### src/rtl/core/mnqs_pkg.sv
// shared types, constants and divide-by-100 helpers for the note quantizer
package mnqs_pkg;

  localparam int TICK_BITS_DEF = 32;
  localparam int PCT_DIV       = 100;
  localparam int RCP_SHIFT     = 24;
  // ceil(2^24 / 100)
  localparam logic [17:0] RCP100 = 18'd167773;
  localparam logic [30:0] LEN_MAX = 31'h7FFF_FFFF;

  typedef enum logic [2:0] {
    REG_GRID      = 3'd0,
    REG_QLEN      = 3'd1,
    REG_STRENGTH  = 3'd2,
    REG_SWING     = 3'd3,
    REG_THRESHOLD = 3'd4
  } cfg_reg_t;

  typedef struct packed {
    logic [13:0] span;      // two rasters
    logic [12:0] grid;
    logic [13:0] swing_off; // grid * swing / 100
    logic [6:0]  strength;
    logic [15:0] thresh;
  } snap_cfg_t;

  // floor(a / 100) or one more
  function automatic logic [14:0] div100_est(input logic [20:0] a);
    logic [38:0] p;
    p = {18'b0, a} * {21'b0, RCP100};
    return p[38:RCP_SHIFT];
  endfunction

  // take back the possible overshoot of the estimate
  function automatic logic [14:0] div100_fix(input logic [20:0] a, input logic [14:0] q);
    logic [21:0] back;
    back = {7'b0, q} * 22'(PCT_DIV);
    if (back > {1'b0, a}) return q - 15'd1;
    return q;
  endfunction

endpackage

### src/rtl/core/mnqs_snap_pipe.sv
// pipelined snap unit: remainder by the cell, nearest grid point, scaled move
module mnqs_snap_pipe #(
  parameter int TW = 34,
  parameter int PW = 62
) (
  input  logic                 clk,
  input  logic                 rst,
  input  logic                 en,
  input  mnqs_pkg::snap_cfg_t  cfg,
  input  logic                 in_valid,
  input  logic [TW-1:0]        in_tick,
  input  logic [PW-1:0]        in_pay,
  output logic                 out_valid,
  output logic signed [15:0]   out_move,
  output logic [PW-1:0]        out_pay
);
  import mnqs_pkg::*;

  localparam int NS = (TW + 3) / 4;
  localparam int NB = 4 * NS;

  // one remainder step over four bits, x stays below 16 cells
  function automatic logic [13:0] rem_step(input logic [13:0] r, input logic [3:0] nib,
                                           input logic [13:0] m);
    logic [17:0] x;
    logic [17:0] ms;
    x = {r, nib};
    for (int k = 3; k >= 0; k--) begin
      ms = {4'b0, m} << k;
      if (x >= ms) x = x - ms;
    end
    return x[13:0];
  endfunction

  logic [13:0]   rr [0:NS];
  logic [NB-1:0] xx [0:NS];
  logic [PW-1:0] pp [0:NS];
  logic          vv [0:NS];

  assign rr[0] = '0;
  assign xx[0] = NB'(in_tick);
  assign pp[0] = in_pay;
  assign vv[0] = in_valid;

  for (genvar i = 0; i < NS; i++) begin : g_rem
    always_ff @(posedge clk) begin
      if (rst) begin
        vv[i+1] <= 1'b0;
      end else if (en) begin
        vv[i+1] <= vv[i];
      end
      if (en) begin
        rr[i+1] <= rem_step(rr[i], xx[i][NB-1-4*i -: 4], cfg.span);
        xx[i+1] <= xx[i];
        pp[i+1] <= pp[i];
      end
    end
  end

  // nearest of cell start, swung midpoint and next cell start
  logic signed [16:0] d2s;
  logic [15:0]        d2m;
  logic [13:0]        d3;
  logic signed [15:0] diff_next;
  logic [15:0]        diff_mag;
  logic [13:0]        rem;

  always_comb begin
    rem = rr[NS];
    d2s = $signed({4'b0, cfg.grid} + {3'b0, cfg.swing_off}) - $signed({3'b0, rem});
    d2m = d2s[16] ? 16'(-d2s) : d2s[15:0];
    d3  = cfg.span - rem;
    if (cfg.grid == '0) begin
      diff_next = '0;
    end else if ({2'b0, rem} <= d2m && rem <= d3) begin
      diff_next = -$signed({2'b0, rem});
    end else if (d2m <= {2'b0, d3}) begin
      diff_next = d2s[15:0];
    end else begin
      diff_next = $signed({2'b0, d3});
    end
    diff_mag = diff_next[15] ? 16'(-diff_next) : diff_next;
  end

  logic signed [15:0] diff;
  logic               big_d, big_m, big_q;
  logic [PW-1:0]      pay_d, pay_m, pay_q;
  logic               v_d, v_m, v_q;
  logic signed [23:0] prod;
  logic [20:0]        amag_m, amag_q;
  logic               neg_m, neg_q;
  logic [14:0]        qest;
  logic [14:0]        qfix;

  assign prod = diff * $signed({1'b0, cfg.strength});
  assign qfix = div100_fix(amag_q, qest);

  always_ff @(posedge clk) begin
    if (rst) begin
      v_d       <= 1'b0;
      v_m       <= 1'b0;
      v_q       <= 1'b0;
      out_valid <= 1'b0;
    end else if (en) begin
      v_d       <= vv[NS];
      v_m       <= v_d;
      v_q       <= v_m;
      out_valid <= v_q;
    end
    if (en) begin
      diff   <= diff_next;
      big_d  <= diff_mag > cfg.thresh;
      pay_d  <= pp[NS];
      neg_m  <= prod[23];
      amag_m <= prod[23] ? 21'(-prod) : prod[20:0];
      big_m  <= big_d;
      pay_m  <= pay_d;
      qest   <= div100_est(amag_m);
      amag_q <= amag_m;
      neg_q  <= neg_m;
      big_q  <= big_m;
      pay_q  <= pay_m;
      if (!big_q) begin
        out_move <= '0;
      end else if (neg_q) begin
        out_move <= -$signed({1'b0, qfix});
      end else begin
        out_move <= $signed({1'b0, qfix});
      end
      out_pay <= pay_q;
    end
  end

endmodule

### config.mk
export PLATFORM = sky130hd
export DESIGN_NAME = mnqs_snap_pipe
export DESIGN_NICKNAME = d
export VERILOG_FILES = /design/src/rtl/core/mnqs_pkg.sv /design/src/rtl/core/mnqs_snap_pipe.sv
export SDC_FILE = /design/constraint.sdc
export NUM_CORES = 2
export LEC_CHECK = 0
export BUFFER_PORTS_ARGS = -buffer_cell sky130_fd_sc_hd__clkbuf_2
export CORE_MARGIN = 8
export CORE_UTILIZATION = 64
export DETAILED_ROUTE_END_ITERATION = 10
export PLACE_DENSITY = 0.9
export SLEW_MARGIN = 20
export SYNTH_ARGS = -nofsm -noshare
export SYNTH_HDL_FRONTEND = slang
export SYNTH_SLANG_ARGS = --single-unit
### constraint.sdc
create_clock -name clk -period 51.8 [get_ports clk]
set_input_delay 15.54 -clock clk [delete_from_list [all_inputs] [get_ports clk]]
set_output_delay 15.54 -clock clk [all_outputs]
set_load 0.02 [all_outputs]
# Word-level counts from Yosys, hierarchy flattened
# Cells that the tools add are included.
# Widths: inputs -> output; s select.
op_classes:
  addsub: 45
  div: 0
  n_eq_ne: 0
  n_reduce_logical: 3
  n_lt_le_gt_ge: 41
  n_mul: 3
  bitwise_logic: 0
  shift: 0
  muxes: 73
op_table:
  columns: ["op", "count"]
  rows:
  - ["$mux 18", 54]
  - ["$ge 18x14->1", 9]
  - ["$ge 18x15->1", 9]
  - ["$ge 18x16->1", 9]
  - ["$sub 18x15->18", 9]
  - ["$sub 18x16->18", 9]
  - ["$ge 18x17->1", 8]
  - ["$sub 18x17->18", 8]
  - ["$sub 14x14->14", 10]
  - ["$mux 14", 9]
  - ["$mux 16", 5]
  - ["$mux 15", 3]
  - ["$mul 21x18->39 const B", 1]
  - ["$neg 16->16", 2]
  - ["$mul 16x8->24", 1]
  - ["$gt 22x21->1", 1]
  - ["$mux 21", 1]
  - ["$neg 21->21", 1]
  - ["$mul 15x5->20 const B", 1]
  - ["$sub 2x17->18", 1]
  - ["$ge 2x17->1", 1]
  - ["$gt 16x16->1", 1]
  - ["$le 14x16->1", 1]
  - ["$le 16x14->1", 1]
  - ["10 further kinds", 10]
word_totals:
  romBits: 0
  inputBits: 164
  n_memories: 0
  ram_bits: 0
  elab_cells: 219
  register_bits: 1183
  latchBits: 0
  out_inout_bits: 79

# Depth between registers and ports, before layout
logic_depth:
  word_depth: 11
  mapped_depth: 57
  depth_no_buf: 52

# Worst setup path after synthesis
# No wires, ideal clock.
synth_path:
  path_type: "input to register"
  start: "input cfg[51] in the netlist's numbering"
  end: "register rr[88] in the netlist's numbering (data pin)"
  n_path_buf: 4
  setup_slack_ns: 23.986
  path_stages: 53
  t_required_ns: 51.538
  setup_ns: 0.262
  arrival_ns: 27.552
  path_cell_list: "inv_1 > ha_1 > nor2b_1 > o21ai_0 > a21boi_1 > o21ai_0 > a21boi_1 > o21a_1 > o31ai_1 > nand2_1 > mux2_2 > ha_1 > nor2b_1 > o21ai_1 > nand2_1 > a21o_1 > a21o_1 > a21o_1 > [... 17 more ...] > a2111oi_4 > buf_2 > mux2i_1 > fa_1 > a21o_1 > a21oi_1 > o21ai_0 > a21oi_1 > o21ai_0 > a41o_1 > o21ai_0 > nand2b_1 > a2111oi_0 > o31ai_1 > nor3_1 > a32o_1 > buf_4 > mux2_1"
synth_via:
  elab_chain_cells: 11
  elab_cells_between_ends: 15
  cone_classes: "4 x add/sub; 4 x order compare; 7 x mux"
synth_lines:
  columns: ["element", "line_no", "text"]
  rows:
  - ["start: declaration", "mnqs_snap_pipe.sv:9", "input mnqs_pkg::snap_cfg_t cfg,"]
  - ["$sub 18x17->18 / $ge 18x17->1 (equally long branches)", "mnqs_snap_pipe.sv:30", "if (x >= ms) x = x - ms;"]
  - ["$mux 18", "mnqs_snap_pipe.sv:30", null]
  - ["$mux 18", "mnqs_snap_pipe.sv:52", "if (en) begin"]
  - ["$sub 18x16->18 / $ge 18x16->1 (equally long branches)", "mnqs_snap_pipe.sv:30", null]
  - ["$mux 18", "mnqs_snap_pipe.sv:30", null]
  - ["$mux 18", "mnqs_snap_pipe.sv:52", null]
  - ["$sub 18x15->18 / $ge 18x15->1 (equally long branches)", "mnqs_snap_pipe.sv:30", null]
  - ["$mux 18", "mnqs_snap_pipe.sv:30", null]
  - ["$mux 18", "mnqs_snap_pipe.sv:52", null]
  - ["$ge 18x14->1 / $sub 14x14->14 (equally long branches)", "mnqs_snap_pipe.sv:30", null]
  - ["$mux 14 *", "mnqs_snap_pipe.sv:30", null]
  - ["end signal: indexed assignment", "mnqs_snap_pipe.sv:53", "rr[i+1] <= rem_step(rr[i], xx[i][NB-1-4*i -: 4], cfg.span);"]
  - ["end: declaration", "mnqs_snap_pipe.sv:35", "logic [13:0] rr [0:NS];"]
# Mark *: on every way between the ends. The rest lies on a longest branch, timed or not. The select of a mux whose other input is x is not followed.
# A chain may end at the register's enable or synchronous reset.

# Worst setup path after layout
layout_path:
  start: "input cfg[51] in the netlist's numbering"
  end: "register rr (netlist bit rem[7]) (data pin)"
# Same word-level chain as after synthesis.

==> results.json <==
{
  "drive_gt1_share_pct": 10.0,
  "crit_path_start_kind": "primary input",
  "grt_pass1_vias": 60100,
  "clk_pin_slew_worst_paths_ns": 0.07,
  "syn-cell-area_sq_um": 82000,
  "crit_path_end_kind": "flop",
  "critPathBufInv": 6,
  "io_pins": 243,
  "fin_nets": 8990,
  "clock-skew-final_ns": 0.0743,
  "crit_fanout": 29,
  "drc": 0,
  "cts_tree": "yes",
  "layout_min_cycle_time_ns": 28.76,
  "cp.arrival_ns": 29.25,
  "dpl.hpwl_mm": 144,
  "worst_pin_slew_ns": 1.11,
  "detail_route.first_pass.iterations": 6,
  "worstSetupPathType": "in -> reg",
  "grt_max_degree": 130,
  "io_buffers": 242,
  "hold_viol": 0,
  "synth-edff-count": 1170,
  "grt_usage_pct": 28.5,
  "ys.flop_type": "edfxtp_1",
  "use_met1_pct": 35.8,
  "rsz0062_at_grt": "false",
  "cp.required_ns": 52.29,
  "vias": 59300,
  "synth_area_leaders": "edfxtp_1 (43%), ha_1 (14%), fa_1 (7.4%)",
  "ys_warn_count": 0,
  "finalSetupTns_ns": 0,
  "place.gp.congestion": 0.955,
  "drt-total-wl_mm": 206,
  "synth_cell_types": 109,
  "rows": 131,
  "globalRouteOverflowTotal": 0,
  "numCtsBuffers": 116,
  "yosysTopAreaCell": "edfxtp_1",
  "async_reset_ff_share_pct": 0,
  "clk_latency_ns": 0.79,
  "start_util_pct": 64.4,
  "drv_cap": 0,
  "synthCells": 7314,
  "post_cts_resized": 0,
  "grtUsageMet3_pct": 5.45,
  "core_sq_um": 127000,
  "ys_ff_latch": 1183,
  "die_h_um": 374,
  "status": "finished, final reports clean",
  "cp_top_family": "compound AO/OA/AOI/OAI gates",
  "slew_headroom_pct": 26.1,
  "die_w_um": 374,
  "ant_nets": 0,
  "syn_to_final_growth_pct": 9.09,
  "synth_seq_area_share_pct": 43.2,
  "routed_via_density": 6.31,
  "slowest_stage": "a21oi_2",
  "grt_pass1_wl_mm": 321,
  "antenna_found_initial": 7,
  "fmax_mhz": 34.8,
  "crit_top_cell": "o21ai_0",
  "yosysTopAreaCellShare_pct": 42.8,
  "routedWlPerCell_um": 22.0,
  "cts_sinks": 1183,
  "cts.path.max_buffers": 3,
  "busiest_layer": "met2",
  "use_met2_pct": 48.3,
  "hp-class": "reg -> reg",
  "first_iter_violations": 5924,
  "syn_avg_cell_area_sq_um": 11.2,
  "postCtsHoldBufs": 0,
  "h-tree-depth": 3,
  "drv_slew": 0,
  "cpPeakStageDelay_ns": 0.68,
  "setup_viol": 0,
  "cts_setup_buffers": 0,
  "clockRootBuffer": "clkbuf_16",
  "period_share_pct": 55.5,
  "dieArea_sq_um": 140000
}
[stage by stage]
step / hold WS [ns] / std cells / area (sq um) / setup WS, ns / util (%)
after global routing: 0.357 / 9402 / 89400 / 22.05 / 70.2
final: 0.362 / 9406 / 89500 / 23.04 / 70.2
after detailed placement: 0.405 / 9181 / 85400 / 22.75 / 67.0
after floorplan: 0.400 / 7320 / 82000 / 23.99 / -
after CTS: 0.369 / 9400 / 89400 / 23.31 / 70.2
after global placement: 0.400 / 9181 / 85300 / 22.97 / 67.0
[metal layers]
metal | up-vias | routed length, um
met5 | - | 12
met4 | 2 | 9440
met3 | 718 | 18000
met2 | 2867 | 98700
met1 | 28600 | 80400
li1 | 27100 | -
[cell type report]
| type | count | area (sq um) |
|---|---|---|
| fill | 8378 | 37900 |
| timing repair buffer | 296 | 1650 |
| clock buffer | 130 | 2960 |
| multi-input combinational | 5211 | 43100 |
| clock inverter | 89 | 1120 |
| sequential | 1183 | 35400 |
| antenna | 6 | 15.0 |
| tap | 1662 | 2080 |
| inverter | 829 | 3110 |
[final timing paths]
check / start / to / slack, ns / cells after the start
max: cfg[51] / rem[7]$_DFFE_PP_ / 23.04 / 50
max reg2reg: rr[98]$_DFFE_PP_ / rr[97]$_DFFE_PP_ / 38.69 / 50
min reg2reg: pay_d[20]$_DFFE_PP_ / pay_m[20]$_DFFE_PP_ / 0.36 / 0
min: pay_d[20]$_DFFE_PP_ / pay_m[20]$_DFFE_PP_ / 0.36 / 0
[placed cells by master (no fill, tap or decap), types with 138 or more instances in the layout]
master    Yosys  layout
a21o_1      170     170
a21oi_1     423     423
clkbuf_2      1     241
edfxtp_1   1170    1170
fa_1        303     303
ha_1        886     886
inv_1       829     816
mux2_2      219     219
nand2_1     403     403
nor2_1      484     483
o21ai_0     320     320
xnor2_1     325     325
xor2_1      138     138
[synthesized netlist by cell type, types with 33 or more instances]
cell type / number
inv_1: 829
nand3_1: 116
ha_1: 886
edfxtp_1: 1170
or3_1: 33
o21a_1: 51
o21ai_0: 320
nand2_1: 403
xor2_1: 138
nor3_1: 113
o31ai_1: 41
mux2_2: 219
a31oi_1: 45
a21boi_0: 57
nor4_1: 43
clkbuf_1: 63
fa_1: 303
nand2b_1: 63
xnor2_1: 325
a21oi_1: 423
nand4_1: 111
nor2_1: 484
mux2_1: 61
a21o_1: 170
o21ai_1: 39
mux2i_1: 78
nor2b_1: 111
o21bai_1: 43
a211oi_1: 43
and2_1: 104
and3_1: 37
[state kept, by name (all words and copies together) (netlist names), 21 cells and up]
signal   flops
pp         558
xx         144
pay_q       62
pay_d       62
amag_m      21
rr         112
out_pay     62
amag_q      21
pay_m       62
[kinds of logic after synthesis]
group | Yosys count | synth area share, %
AND/OR/NAND/NOR | 1717 | 10.2
AO/OA/AOI/OAI | 1466 | 11.4
adder cells (fa/ha/maj) | 1189 | 20.9
flip-flops | 1183 | 43.2
buffers and inverters | 926 | 4.31
XOR/XNOR | 464 | 4.97
multiplexers | 368 | 4.98
other | 1 | 0.00457
Power is left out: the tool's default activity adds up to more than one toggle a clock period on the data nets, which glitch-free logic cannot reach.
